### config.mk
export PLATFORM = sky130hd
export DESIGN_NAME = jvm_bytecode_predecoder_unit_flat
export DESIGN_NICKNAME = d
export VERILOG_FILES = /design/src/hw/rtl/jbp_pkg.sv /design/src/hw/rtl/jbp_if.sv /design/src/hw/rtl/jbp_front.sv /design/src/hw/rtl/jbp_queue.sv /design/src/hw/rtl/jbp_back.sv /design/src/hw/rtl/jvm_bytecode_predecoder_unit.sv /design/src/flat_wrapper.sv
export SDC_FILE = /design/constraint.sdc
export NUM_CORES = 2
export LEC_CHECK = 0
export BUFFER_PORTS_ARGS = -buffer_cell sky130_fd_sc_hd__buf_2
export CORE_MARGIN = 2
export CORE_UTILIZATION = 40
export CTS_CLUSTER_DIAMETER = 80
export DETAILED_ROUTE_END_ITERATION = 6
export PLACE_DENSITY_LB_ADDON = 0.05
export REMOVE_ABC_BUFFERS = 1
export SLEW_MARGIN = 20
export SYNTH_ARGS = -nofsm -noshare
export SYNTH_HDL_FRONTEND = slang
export SYNTH_HIERARCHICAL = 1
export SYNTH_SLANG_ARGS = --single-unit
### constraint.sdc
create_clock -name clk -period 16.6 [get_ports clk]
set_clock_uncertainty 0.1 [all_clocks]
set_input_delay 0.83 -clock clk [delete_from_list [all_inputs] [get_ports clk]]
set_output_delay 0.83 -clock clk [all_outputs]
set_load 0.05 [all_outputs]
### src/hw/rtl/jbp_pkg.sv
`timescale 1ns / 1ps
`default_nettype none
// ----------------------------------------------------------------------------
// JVM bytecode predecoder package
// Shared types and constants for the predecoder front and back parts.
// ----------------------------------------------------------------------------
package jbp_pkg;

	localparam int ADDR_WIDTH_DEF = 16;
	localparam int QUEUE_DEPTH = 2;

	localparam logic [7:0] OP_LAST_KNOWN = 8'hc9;
	localparam logic [7:0] OP_TABLE_SWITCH = 8'haa;
	localparam logic [7:0] OP_LOOKUP_SWITCH = 8'hab;
	localparam logic [7:0] OP_WIDE = 8'hc4;
	localparam logic [7:0] OP_UNUSED_BA = 8'hba;
	localparam logic [7:0] OP_IINC = 8'h84;
	localparam logic [7:0] OP_PUSH_BYTE = 8'h10;
	localparam logic [7:0] OP_PUSH_SHORT = 8'h11;
	localparam logic [7:0] OP_RET = 8'ha9;
	localparam logic [7:0] OP_NEW_PRIM_ARRAY = 8'hbc;
	localparam logic [7:0] OP_CALL_IFACE = 8'hb9;
	localparam logic [7:0] OP_NEW_MULTI_ARRAY = 8'hc5;
	localparam logic [7:0] OP_GOTO_WIDE = 8'hc8;
	localparam logic [7:0] OP_JSR_WIDE = 8'hc9;

	typedef enum logic [3:0] {
		PH_OPCODE, PH_OPERANDS, PH_PAD, PH_DEFAULT, PH_LOW, PH_HIGH,
		PH_NPAIRS, PH_TENTRY, PH_MATCH, PH_OFFSET
	} phase_t;

	typedef enum logic [2:0] {
		ST_OK = 3'd0, ST_UNKNOWN = 3'd1, ST_WIDE = 3'd2, ST_RESERVED = 3'd3,
		ST_TRUNCATED = 3'd4
	} status_t;

	typedef enum logic [1:0] {
		KIND_NONE = 2'd0, KIND_LOCAL = 2'd1, KIND_POOL = 2'd2
	} kind_t;

	// Classified work item handed from the front part to the back part.
	typedef struct packed {
		logic        entry;
		logic [31:0] start;
		logic [7:0]  opc;
		logic [31:0] word;
		logic [31:0] a;
		logic [31:0] b;
		logic [31:0] tgt;
		logic        tv;
		logic        raw;
		logic [2:0]  st;
	} work_t;

	typedef struct packed {
		logic [15:0] start_address;
		logic [7:0]  opcode;
		logic        table_entry;
		logic [1:0]  index_kind;
		logic [15:0] index_value;
		logic [31:0] operand_a;
		logic [31:0] operand_b;
		logic [31:0] target;
		logic        target_valid;
		logic        pool_index_bad;
		logic [2:0]  status;
	} result_t;

	function automatic logic [2:0] operand_bytes(input logic [7:0] op);
		logic [2:0] n;
		n = 3'd0;
		if (op == 8'h10 || op == 8'h12 || (op >= 8'h15 && op <= 8'h19) ||
			(op >= 8'h36 && op <= 8'h3a) || op == 8'ha9 || op == 8'hbc)
			n = 3'd1;
		else if (op == 8'h11 || op == 8'h13 || op == 8'h14 || op == 8'h84 ||
			(op >= 8'h99 && op <= 8'ha8) || (op >= 8'hb2 && op <= 8'hb8) ||
			op == 8'hbb || op == 8'hbd || op == 8'hc0 || op == 8'hc1 ||
			op == 8'hc6 || op == 8'hc7)
			n = 3'd2;
		else if (op == 8'hc5)
			n = 3'd3;
		else if (op == 8'hb9 || op == 8'hc8 || op == 8'hc9)
			n = 3'd4;
		return n;
	endfunction

endpackage
`default_nettype wire

### src/hw/rtl/jbp_if.sv
`timescale 1ns / 1ps
`default_nettype none
// ----------------------------------------------------------------------------
// Predecoder channel interfaces
// Valid/ready channels for code bytes, configuration and results.
// ----------------------------------------------------------------------------
interface jbp_in_if;
	logic       valid;
	logic       ready;
	logic [7:0] code_byte;
	logic       method_first;
	logic       method_last;
	modport source(output valid, code_byte, method_first, method_last, input ready);
	modport sink(input valid, code_byte, method_first, method_last, output ready);
endinterface

interface jbp_cfg_if;
	logic        valid;
	logic        ready;
	logic [15:0] data;
	modport source(output valid, data, input ready);
	modport sink(input valid, data, output ready);
endinterface

interface jbp_out_if;
	logic        valid;
	logic        ready;
	logic [15:0] start_address;
	logic [7:0]  opcode;
	logic        table_entry;
	logic [1:0]  index_kind;
	logic [15:0] index_value;
	logic [31:0] operand_a;
	logic [31:0] operand_b;
	logic [31:0] target;
	logic        target_valid;
	logic        pool_index_bad;
	logic [2:0]  status;
	modport source(output valid, start_address, opcode, table_entry, index_kind,
		index_value, operand_a, operand_b, target, target_valid, pool_index_bad,
		status, input ready);
	modport sink(input valid, start_address, opcode, table_entry, index_kind,
		index_value, operand_a, operand_b, target, target_valid, pool_index_bad,
		status, output ready);
endinterface
`default_nettype wire

### src/hw/rtl/jbp_front.sv
`timescale 1ns / 1ps
`default_nettype none
// ----------------------------------------------------------------------------
// Predecoder front part
// Tracks the code address and splits the byte stream into instructions.
// ----------------------------------------------------------------------------
module jbp_front import jbp_pkg::*; #(
	parameter int ADDR_WIDTH = ADDR_WIDTH_DEF
) (
	input  wire logic        clk,
	input  wire logic        arst_n,
	input  wire logic        in_valid,
	input  wire logic [7:0]  code_byte,
	input  wire logic        method_first,
	input  wire logic        method_last,
	output logic             work_valid,
	output work_t            work
);

	logic [ADDR_WIDTH-1:0] addr_q, start_q;
	logic [7:0]  opc_q;
	phase_t      phase_q;
	logic [2:0]  left_q;
	logic [31:0] word_q, dflt_q, key_q, ent_q;
	logic        halted_q;

	logic [ADDR_WIDTH-1:0] a, a1, addr_d, start_d;
	logic [7:0]  opc_d;
	phase_t      ph, phase_d;
	logic [2:0]  left, left_d;
	logic [31:0] word_d, dflt_d, key_d, ent_d, nw, diff, st32;
	logic        halted, halted_d, have;
	work_t       w;

	assign st32 = 32'(start_q);

	always_comb begin
		ph = phase_q;
		left = left_q;
		halted = halted_q;
		if (method_first) begin
			ph = PH_OPCODE;
			left = 3'd0;
			halted = 1'b0;
		end
		a = method_first ? '0 : addr_q;
		a1 = a + 1'b1;
		nw = {(method_first ? 24'd0 : word_q[23:0]), code_byte};
		diff = nw - key_q;
		addr_d = addr_q;
		start_d = start_q;
		opc_d = opc_q;
		phase_d = ph;
		left_d = left;
		word_d = method_first ? 32'd0 : word_q;
		dflt_d = dflt_q;
		key_d = key_q;
		ent_d = method_first ? 32'd0 : ent_q;
		halted_d = halted;
		have = 1'b0;
		w = '0;
		w.start = 32'(start_q);
		w.opc = opc_q;
		if (in_valid && !halted) begin
			addr_d = a1;
			case (ph)
				PH_OPCODE: begin
					start_d = a;
					opc_d = code_byte;
					word_d = 32'd0;
					w.start = 32'(a);
					w.opc = code_byte;
					if (code_byte > OP_LAST_KNOWN || code_byte == OP_UNUSED_BA ||
						code_byte == OP_WIDE) begin
						w.st = (code_byte == OP_WIDE) ? ST_WIDE : ST_UNKNOWN;
						have = 1'b1;
					end else if (code_byte == OP_TABLE_SWITCH ||
						code_byte == OP_LOOKUP_SWITCH) begin
						left_d = 3'd4;
						phase_d = (a1[1:0] == 2'd0) ? PH_DEFAULT : PH_PAD;
					end else if (operand_bytes(code_byte) != 3'd0) begin
						left_d = operand_bytes(code_byte);
						phase_d = PH_OPERANDS;
					end else begin
						w.raw = 1'b1;
						have = 1'b1;
					end
				end
				PH_OPERANDS: begin
					word_d = nw;
					left_d = (left != 3'd0) ? left - 3'd1 : 3'd0;
					if (left_d == 3'd0) begin
						w.raw = 1'b1;
						w.word = nw;
						have = 1'b1;
						phase_d = PH_OPCODE;
						if (opc_q == OP_CALL_IFACE && code_byte != 8'd0)
							w.st = ST_RESERVED;
					end
				end
				PH_PAD: begin
					if (a1[1:0] == 2'd0) begin
						phase_d = PH_DEFAULT;
						left_d = 3'd4;
						word_d = 32'd0;
					end
				end
				default: begin
					word_d = nw;
					left_d = (left != 3'd0) ? left - 3'd1 : 3'd0;
					if (left_d == 3'd0) begin
						word_d = 32'd0;
						left_d = 3'd4;
						case (ph)
							PH_DEFAULT: begin
								dflt_d = st32 + nw;
								phase_d = (opc_q == OP_TABLE_SWITCH) ? PH_LOW : PH_NPAIRS;
							end
							PH_LOW: begin
								key_d = nw;
								phase_d = PH_HIGH;
							end
							PH_HIGH: begin
								w.a = key_q;
								w.b = nw;
								w.tgt = dflt_q;
								w.tv = 1'b1;
								have = 1'b1;
								if ($signed(nw) < $signed(key_q))
									ent_d = 32'd0;
								else
									ent_d = (diff == 32'hffffffff) ? diff : diff + 32'd1;
								phase_d = (ent_d != 32'd0) ? PH_TENTRY : PH_OPCODE;
							end
							PH_NPAIRS: begin
								w.a = nw;
								w.tgt = dflt_q;
								w.tv = 1'b1;
								have = 1'b1;
								ent_d = nw[31] ? 32'd0 : nw;
								phase_d = (ent_d != 32'd0) ? PH_MATCH : PH_OPCODE;
							end
							PH_MATCH: begin
								key_d = nw;
								phase_d = PH_OFFSET;
							end
							default: begin
								w.entry = 1'b1;
								w.start = 32'(a - ADDR_WIDTH'((ph == PH_TENTRY) ? 3 : 7));
								w.a = key_q;
								w.tgt = st32 + nw;
								w.tv = 1'b1;
								have = 1'b1;
								if (ph == PH_TENTRY)
									key_d = key_q + 32'd1;
								ent_d = (ent_d != 32'd0) ? ent_d - 32'd1 : 32'd0;
								if (ent_d == 32'd0)
									phase_d = PH_OPCODE;
								else if (ph == PH_OFFSET)
									phase_d = PH_MATCH;
							end
						endcase
					end
				end
			endcase
			if (have && w.st != ST_OK) begin
				halted_d = 1'b1;
				phase_d = PH_OPCODE;
			end
			if (method_last) begin
				if (phase_d != PH_OPCODE) begin
					if (!have) begin
						w = '0;
						w.start = 32'(start_d);
						w.opc = opc_d;
						have = 1'b1;
					end
					w.st = ST_TRUNCATED;
				end
				halted_d = 1'b1;
				phase_d = PH_OPCODE;
			end
		end else if (in_valid && method_first) begin
			addr_d = a;
		end
	end

	always_ff @(posedge clk or negedge arst_n) begin
		if (!arst_n) begin
			addr_q <= '0;
			start_q <= '0;
			opc_q <= '0;
			phase_q <= PH_OPCODE;
			left_q <= '0;
			word_q <= '0;
			dflt_q <= '0;
			key_q <= '0;
			ent_q <= '0;
			halted_q <= 1'b0;
		end else if (in_valid) begin
			addr_q <= addr_d;
			start_q <= start_d;
			opc_q <= opc_d;
			phase_q <= phase_d;
			left_q <= left_d;
			word_q <= word_d;
			dflt_q <= dflt_d;
			key_q <= key_d;
			ent_q <= ent_d;
			halted_q <= halted_d;
		end
	end

	assign work_valid = in_valid && have;
	assign work = w;

endmodule
`default_nettype wire

### src/hw/rtl/jbp_queue.sv
`timescale 1ns / 1ps
`default_nettype none
// ----------------------------------------------------------------------------
// Predecoder work queue
// Small FIFO of classified items between the front and back parts.
// ----------------------------------------------------------------------------
module jbp_queue import jbp_pkg::*; (
	input  wire logic  clk,
	input  wire logic  arst_n,
	input  wire logic  push,
	input  work_t      push_data,
	output logic       full,
	output logic       empty,
	input  wire logic  pop,
	output work_t      pop_data
);

	work_t      mem_q [QUEUE_DEPTH];
	logic       wp_q, rp_q;
	logic [1:0] cnt_q;

	assign full = (cnt_q == 2'(QUEUE_DEPTH));
	assign empty = (cnt_q == 2'd0);
	assign pop_data = mem_q[rp_q];

	always_ff @(posedge clk) begin
		if (push && !full)
			mem_q[wp_q] <= push_data;
	end

	always_ff @(posedge clk or negedge arst_n) begin
		if (!arst_n) begin
			wp_q <= 1'b0;
			rp_q <= 1'b0;
			cnt_q <= 2'd0;
		end else begin
			if (push && !full)
				wp_q <= ~wp_q;
			if (pop && !empty)
				rp_q <= ~rp_q;
			cnt_q <= cnt_q + 2'(push && !full) - 2'(pop && !empty);
		end
	end

endmodule
`default_nettype wire

### src/hw/rtl/jbp_back.sv
`timescale 1ns / 1ps
`default_nettype none
// ----------------------------------------------------------------------------
// Predecoder back part
// Extracts indexes, immediates and targets and registers the result.
// ----------------------------------------------------------------------------
module jbp_back import jbp_pkg::*; (
	input  wire logic  clk,
	input  wire logic  arst_n,
	input  wire logic  work_valid,
	input  work_t      work,
	output logic       work_ready,
	input  wire logic [15:0] pool_count,
	output logic       res_valid,
	input  wire logic  res_ready,
	output result_t    res
);

	result_t r;
	logic [7:0]  op;
	logic [31:0] v, st32;
	logic        res_valid_q;
	result_t     res_q;

	always_comb begin
		op = work.opc;
		v = work.word;
		st32 = work.start;
		r = '0;
		r.start_address = work.start[15:0];
		r.opcode = op;
		r.table_entry = work.entry;
		r.operand_a = work.a;
		r.operand_b = work.b;
		r.target = work.tgt;
		r.target_valid = work.tv;
		r.status = work.st;
		if (work.raw) begin
			case (op) inside
				OP_PUSH_BYTE: r.operand_a = {{24{v[7]}}, v[7:0]};
				OP_PUSH_SHORT: r.operand_a = {{16{v[15]}}, v[15:0]};
				[8'h12:8'h14], [8'hb2:8'hb8], 8'hbb, 8'hbd, 8'hc0, 8'hc1: begin
					r.index_kind = KIND_POOL;
					r.index_value = v[15:0];
				end
				[8'h15:8'h19], [8'h36:8'h3a]: begin
					r.index_kind = KIND_LOCAL;
					r.index_value = {8'd0, v[7:0]};
				end
				[8'h1a:8'h2d]: begin
					r.index_kind = KIND_LOCAL;
					r.index_value = {14'd0, 2'(op - 8'h1a)};
				end
				[8'h3b:8'h4e]: begin
					r.index_kind = KIND_LOCAL;
					r.index_value = {14'd0, 2'(op - 8'h3b)};
				end
				OP_IINC: begin
					r.index_kind = KIND_LOCAL;
					r.index_value = {8'd0, v[15:8]};
					r.operand_a = {{24{v[7]}}, v[7:0]};
				end
				[8'h99:8'ha8], 8'hc6, 8'hc7: begin
					r.target = st32 + {{16{v[15]}}, v[15:0]};
					r.target_valid = 1'b1;
				end
				OP_RET, OP_NEW_PRIM_ARRAY: r.operand_a = {24'd0, v[7:0]};
				OP_CALL_IFACE: begin
					r.index_kind = KIND_POOL;
					r.index_value = v[31:16];
					r.operand_a = {24'd0, v[15:8]};
				end
				OP_NEW_MULTI_ARRAY: begin
					r.index_kind = KIND_POOL;
					r.index_value = v[23:8];
					r.operand_a = {24'd0, v[7:0]};
				end
				OP_GOTO_WIDE, OP_JSR_WIDE: begin
					r.target = st32 + v;
					r.target_valid = 1'b1;
				end
				default: ;
			endcase
		end
		r.pool_index_bad = (r.index_kind == KIND_POOL) &&
			(r.index_value == 16'd0 || r.index_value > pool_count);
	end

	assign work_ready = !res_valid_q || res_ready;

	always_ff @(posedge clk or negedge arst_n) begin
		if (!arst_n)
			res_valid_q <= 1'b0;
		else if (work_ready)
			res_valid_q <= work_valid;
	end

	always_ff @(posedge clk) begin
		if (work_ready && work_valid)
			res_q <= r;
	end

	assign res_valid = res_valid_q;
	assign res = res_q;

endmodule
`default_nettype wire

### src/hw/rtl/jvm_bytecode_predecoder_unit.sv
`timescale 1ns / 1ps
`default_nettype none
// ----------------------------------------------------------------------------
// JVM bytecode predecoder
// Splits a method's bytecode stream into instructions and switch entries.
// ----------------------------------------------------------------------------
// One code byte is taken per clock cycle. The front state machine classifies
// each byte in the cycle it is transferred, a two-entry queue holds finished
// items, and the back part extracts operands into a registered output, so a
// result passes through a queue entry and then the output register after its
// last byte, and the input stalls only when the queue is full.
module jvm_bytecode_predecoder_unit import jbp_pkg::*; #(
	parameter int ADDR_WIDTH = ADDR_WIDTH_DEF
) (
	input  wire logic clk,
	input  wire logic arst_n,
	jbp_in_if.sink    code,
	jbp_cfg_if.sink   cfg,
	jbp_out_if.source result
);

	logic [15:0] pool_count_q;
	logic        fv, q_full, q_empty, b_ready;
	work_t       fw, qw;
	result_t     res;

	assign cfg.ready = 1'b1;
	always_ff @(posedge clk or negedge arst_n) begin
		if (!arst_n)
			pool_count_q <= '0;
		else if (cfg.valid)
			pool_count_q <= cfg.data;
	end

	assign code.ready = !q_full;

	jbp_front #(.ADDR_WIDTH(ADDR_WIDTH)) u_front (
		.clk, .arst_n,
		.in_valid(code.valid && !q_full),
		.code_byte(code.code_byte),
		.method_first(code.method_first),
		.method_last(code.method_last),
		.work_valid(fv),
		.work(fw)
	);

	jbp_queue u_queue (
		.clk, .arst_n,
		.push(fv), .push_data(fw), .full(q_full), .empty(q_empty),
		.pop(b_ready), .pop_data(qw)
	);

	jbp_back u_back (
		.clk, .arst_n,
		.work_valid(!q_empty), .work(qw), .work_ready(b_ready),
		.pool_count(pool_count_q),
		.res_valid(result.valid), .res_ready(result.ready), .res(res)
	);

	assign result.start_address = res.start_address;
	assign result.opcode = res.opcode;
	assign result.table_entry = res.table_entry;
	assign result.index_kind = res.index_kind;
	assign result.index_value = res.index_value;
	assign result.operand_a = res.operand_a;
	assign result.operand_b = res.operand_b;
	assign result.target = res.target;
	assign result.target_valid = res.target_valid;
	assign result.pool_index_bad = res.pool_index_bad;
	assign result.status = res.status;

endmodule
`default_nettype wire

### src/flat_wrapper.sv
// flat-port wrapper written by rule: the top's interface ports become plain ports
module jvm_bytecode_predecoder_unit_flat import jbp_pkg::*;
#(
	parameter int ADDR_WIDTH = ADDR_WIDTH_DEF
)
  (clk, arst_n, code_valid, code_code_byte, code_method_first, code_method_last, code_ready, cfg_valid, cfg_data, cfg_ready, result_valid, result_start_address, result_opcode, result_table_entry, result_index_kind, result_index_value, result_operand_a, result_operand_b, result_target, result_target_valid, result_pool_index_bad, result_status, result_ready);
  jbp_in_if code_i ();
  jbp_cfg_if cfg_i ();
  jbp_out_if result_i ();
  input  wire logic clk;
  input  wire logic arst_n;
  input wire logic [$bits(code_i.valid)-1:0] code_valid;
  input wire logic [$bits(code_i.code_byte)-1:0] code_code_byte;
  input wire logic [$bits(code_i.method_first)-1:0] code_method_first;
  input wire logic [$bits(code_i.method_last)-1:0] code_method_last;
  output wire logic [$bits(code_i.ready)-1:0] code_ready;
  input wire logic [$bits(cfg_i.valid)-1:0] cfg_valid;
  input wire logic [$bits(cfg_i.data)-1:0] cfg_data;
  output wire logic [$bits(cfg_i.ready)-1:0] cfg_ready;
  output wire logic [$bits(result_i.valid)-1:0] result_valid;
  output wire logic [$bits(result_i.start_address)-1:0] result_start_address;
  output wire logic [$bits(result_i.opcode)-1:0] result_opcode;
  output wire logic [$bits(result_i.table_entry)-1:0] result_table_entry;
  output wire logic [$bits(result_i.index_kind)-1:0] result_index_kind;
  output wire logic [$bits(result_i.index_value)-1:0] result_index_value;
  output wire logic [$bits(result_i.operand_a)-1:0] result_operand_a;
  output wire logic [$bits(result_i.operand_b)-1:0] result_operand_b;
  output wire logic [$bits(result_i.target)-1:0] result_target;
  output wire logic [$bits(result_i.target_valid)-1:0] result_target_valid;
  output wire logic [$bits(result_i.pool_index_bad)-1:0] result_pool_index_bad;
  output wire logic [$bits(result_i.status)-1:0] result_status;
  input wire logic [$bits(result_i.ready)-1:0] result_ready;
  assign code_i.valid = code_valid;
  assign code_i.code_byte = code_code_byte;
  assign code_i.method_first = code_method_first;
  assign code_i.method_last = code_method_last;
  assign code_ready = code_i.ready;
  assign cfg_i.valid = cfg_valid;
  assign cfg_i.data = cfg_data;
  assign cfg_ready = cfg_i.ready;
  assign result_valid = result_i.valid;
  assign result_start_address = result_i.start_address;
  assign result_opcode = result_i.opcode;
  assign result_table_entry = result_i.table_entry;
  assign result_index_kind = result_i.index_kind;
  assign result_index_value = result_i.index_value;
  assign result_operand_a = result_i.operand_a;
  assign result_operand_b = result_i.operand_b;
  assign result_target = result_i.target;
  assign result_target_valid = result_i.target_valid;
  assign result_pool_index_bad = result_i.pool_index_bad;
  assign result_status = result_i.status;
  assign result_i.ready = result_ready;
  jvm_bytecode_predecoder_unit #(.ADDR_WIDTH(ADDR_WIDTH)) u_core (.clk(clk), .arst_n(arst_n), .code(code_i), .cfg(cfg_i), .result(result_i));
endmodule
==> metrics <==
Die Wd 323 um; Synth Instances 3996; Cell Pwr Density 169 nW/um^2; CP cell instances buf_4 -> buf_4 -> buf_4 -> nor2b_1 -> xnor2_2 -> o211ai_1 -> or2_1 -> or3_4 -> nand3_1 -> nor4b_4 -> and4_1 -> nand4_1 -> a41oi_1 -> nand4b_1 -> a2111oi_2 -> a21oi_1 -> o22a_1 -> o21ai_1 -> a21oi_1 -> and3_4 -> buf_4 -> buf_4; vias in the first global route 31100; fmax 0.111 GHz; static leakage 16.9 nW; die footprint 104000 um^2; Vias 32600; RSZ-0062 raised after global routing no; synth unique cells 124; CP max-delay cell buf_4; Final Max Tran Viols 0; Critical Path Max Stage Delay 730 ps; Post-Route Utilization 45.0%; commonest non-fill, non-tap cells in the layout edfxtp_1, nand2_1, nor2_1, a21oi_1, o21ai_0; FF+latch area 19500 um^2; DRT Pass-1 Iters 6; CTS resizes 0; Cells after DPL 5330; CP Launch Type input pin; post-DP HPWL 99800 um; hold_buf cts 0; initial drt markers 3022; Peak VDD IR 0.105 mV; Seq/Total Area, Yosys 48.0%; antenna violations before repair 5; Crit path buffers/inverters 5; layout cells sized above 1 16.7%; crit path time final 9030 ps; Netlist Area Pre-Place 40600 um^2; fin cells 5484; worst-margin pin slew 1300 ps; commonest register cell after synthesis edfxtp_1; commonest non-fill, non-tap cell in the layout edfxtp_1; Req. time, crit path 16770 ps; HP Class input pin to async pin; drt via density 5.94; Post-synth ARST share 27.8%; Fin. Hold Viols 0; status complete, no violations; CP Capture Type flop; max cap viols 0; area added between synthesis and finish 11.3%; leading area contributor after synthesis edfxtp_1; Crit. Startpoint code_method_first; Routed WL 139000 um; EDFF count, synth 492; clock sink count 681; aggregate global routing overflow 0; crit path DAT 9210 ps; reg-to-reg startpoint u_core/u_front/word_q[0]$_DFFE_PN0P_; Synth top area share 36.4%; row cnt 116; H-tree levels 3; CTS root buffer clkbuf_16; I/O pin total 178; nets@finish 4193; Slew HR 12.1%; Residual DRC 0; area of the core 100000 um^2; Initial Utilization 40.5%; critical path type input pin to flop; CP most frequent cell buf_4; post-CTS setup buffer count 0; setup_tns 0 ps; Die Y-Extent 323 um; ratio of final minimum period to clock period 54.4%; wire length of the first global-routing pass 205000 um; pin count of the biggest net entering global routing 134; fill count 9557; GRT Total Usage 26.2%; DR WL/cell 25.3 um; Yosys Warn Count 6; Bufs on Longest Clock Path 3; CP delay by family, top simple AND/OR/NAND/NOR gates; worst-skew pair later-pin latency 660 ps; Reg clk slew, reported paths 60 ps; input/output buffers 176; hold slack 45.2 ps; CTS tree yes; GPL Wtd Cong 0.910; Multi-input gate area 19400 um^2; FF+latch count, synth 681; DRT antenna net count 0; CTS buffer count 83; Setup-failing EPs final 0; Syn Area/Cell 10.2 um^2; Max FO, Critical Path 70; total power 0.00763 W; top cells by area, synth edfxtp_1, dfrtp_1, mux2_2, nand2_1, a21oi_1
==> Yosys cell counts, types with 12 or more instances <==
cell type	number
a211oi_1	30
a21o_1	52
a21oi_1	278
a221oi_1	15
a222oi_1	13
a22o_1	31
a22oi_1	67
a311oi_1	12
a31o_2	13
a31oi_1	38
and2_1	19
and3_1	40
buf_1	12
buf_2	47
buf_4	24
buf_6	23
clkbuf_1	158
dfrtp_1	189
edfxtp_1	492
ha_1	101
inv_1	114
mux2_2	207
mux2i_1	19
nand2_1	395
nand2b_1	38
nand3_1	77
nand4_1	41
nor2_1	351
nor2b_1	53
nor3_1	78
nor4_1	29
o211ai_1	17
o21a_1	48
o21ai_0	263
o21ai_1	20
o21bai_1	18
o22ai_1	70
o31ai_1	17
o32ai_1	15
or2_2	14
or3_1	23
xnor2_1	114
xor2_1	49
==> sequential cells by signal (all words and copies together) (netlist names), 16 cells and up <==
register                count
u_core/u_queue/mem_q      348
u_core/u_back/res         144
u_core/u_front/dflt_q      32
u_core/u_front/ent_q       32
u_core/u_front/key_q       32
u_core/u_front/word_q      24
u_core/pool_count_q        16
u_core/u_front/addr_q      16
u_core/u_front/start_q     16
==> final cells by class <==
type,instances,area share [%]
flip-flops and latches,681,43.2
multi-input cells,2931,43.0
clock buffers,112,4.95
well taps,1357,3.76
repair buffers,242,3.10
clock inverters,41,1.03
inverters,119,0.989
diodes,1,0.00554
==> stage by stage <==
| step | setup WS (ps) | area [um^2] |
|---|---|---|
| 2_1_floorplan | 3150 | 39300 |
| 3_3_place_gp | 7080 | 42500 |
| 3_5_place_dp | 7000 | 42500 |
| 4_1_cts | 7680 | 45200 |
| 5_1_grt | 7050 | 45200 |
| 6_report | 7570 | 45200 |
==> routing by layer <==
metal	share of wire [%]	GRT usage, %	routed length (um)
met1	45	37.6	62900
met2	45	40.9	62400
met4	3.4	9.13	4660
met5	0	0	0
met3	6.2	3.13	8550
==> path summary, 6_finish.rpt <==
path | to | slack (ps) | depth (start not counted)
setup / recovery | u_core/u_queue/mem_q[1][172]$_DFFE_PP_ | 7570 | 22
hold reg to reg | u_core/u_front/dflt_q[31]$_DFFE_PN0P_ | 370 | 2
min in group clk | u_core/pool_count_q[1]$_DFFE_PN0P_ | 300 | 2
setup reg to reg | u_core/u_queue/mem_q[1][172]$_DFFE_PP_ | 8290 | 19
max in group asynchronous | u_core/u_back/res_valid$_DFFE_PN0N_ | 14900 | 2
hold / removal | u_core/pool_count_q[0]$_DFFE_PN0P_ | 50 | 1
==> cell families (layout without fill, tap and decap cells) <==
logic type      after synthesis  in the layout  synth area share (%)
compound gates             1156           1156                  18.7
simple gates               1253           1253                  15.0
mux                         236            236                  6.58
xor+xnor                    168            168                  3.74
other cells                   1              2               0.00924
flops                       681            681                  48.0
buf+inv                     384            514                  4.38
fa+ha+maj                   117            117                  3.59
==> power breakdown <==
group          switching, W  internal (W)  leakage (nW)
clock              0.000751       0.00108          1.32
sequential         0.000151       0.00226          7.23
combinational       0.00233       0.00107          8.35
(Power assumes the default switching activity.)
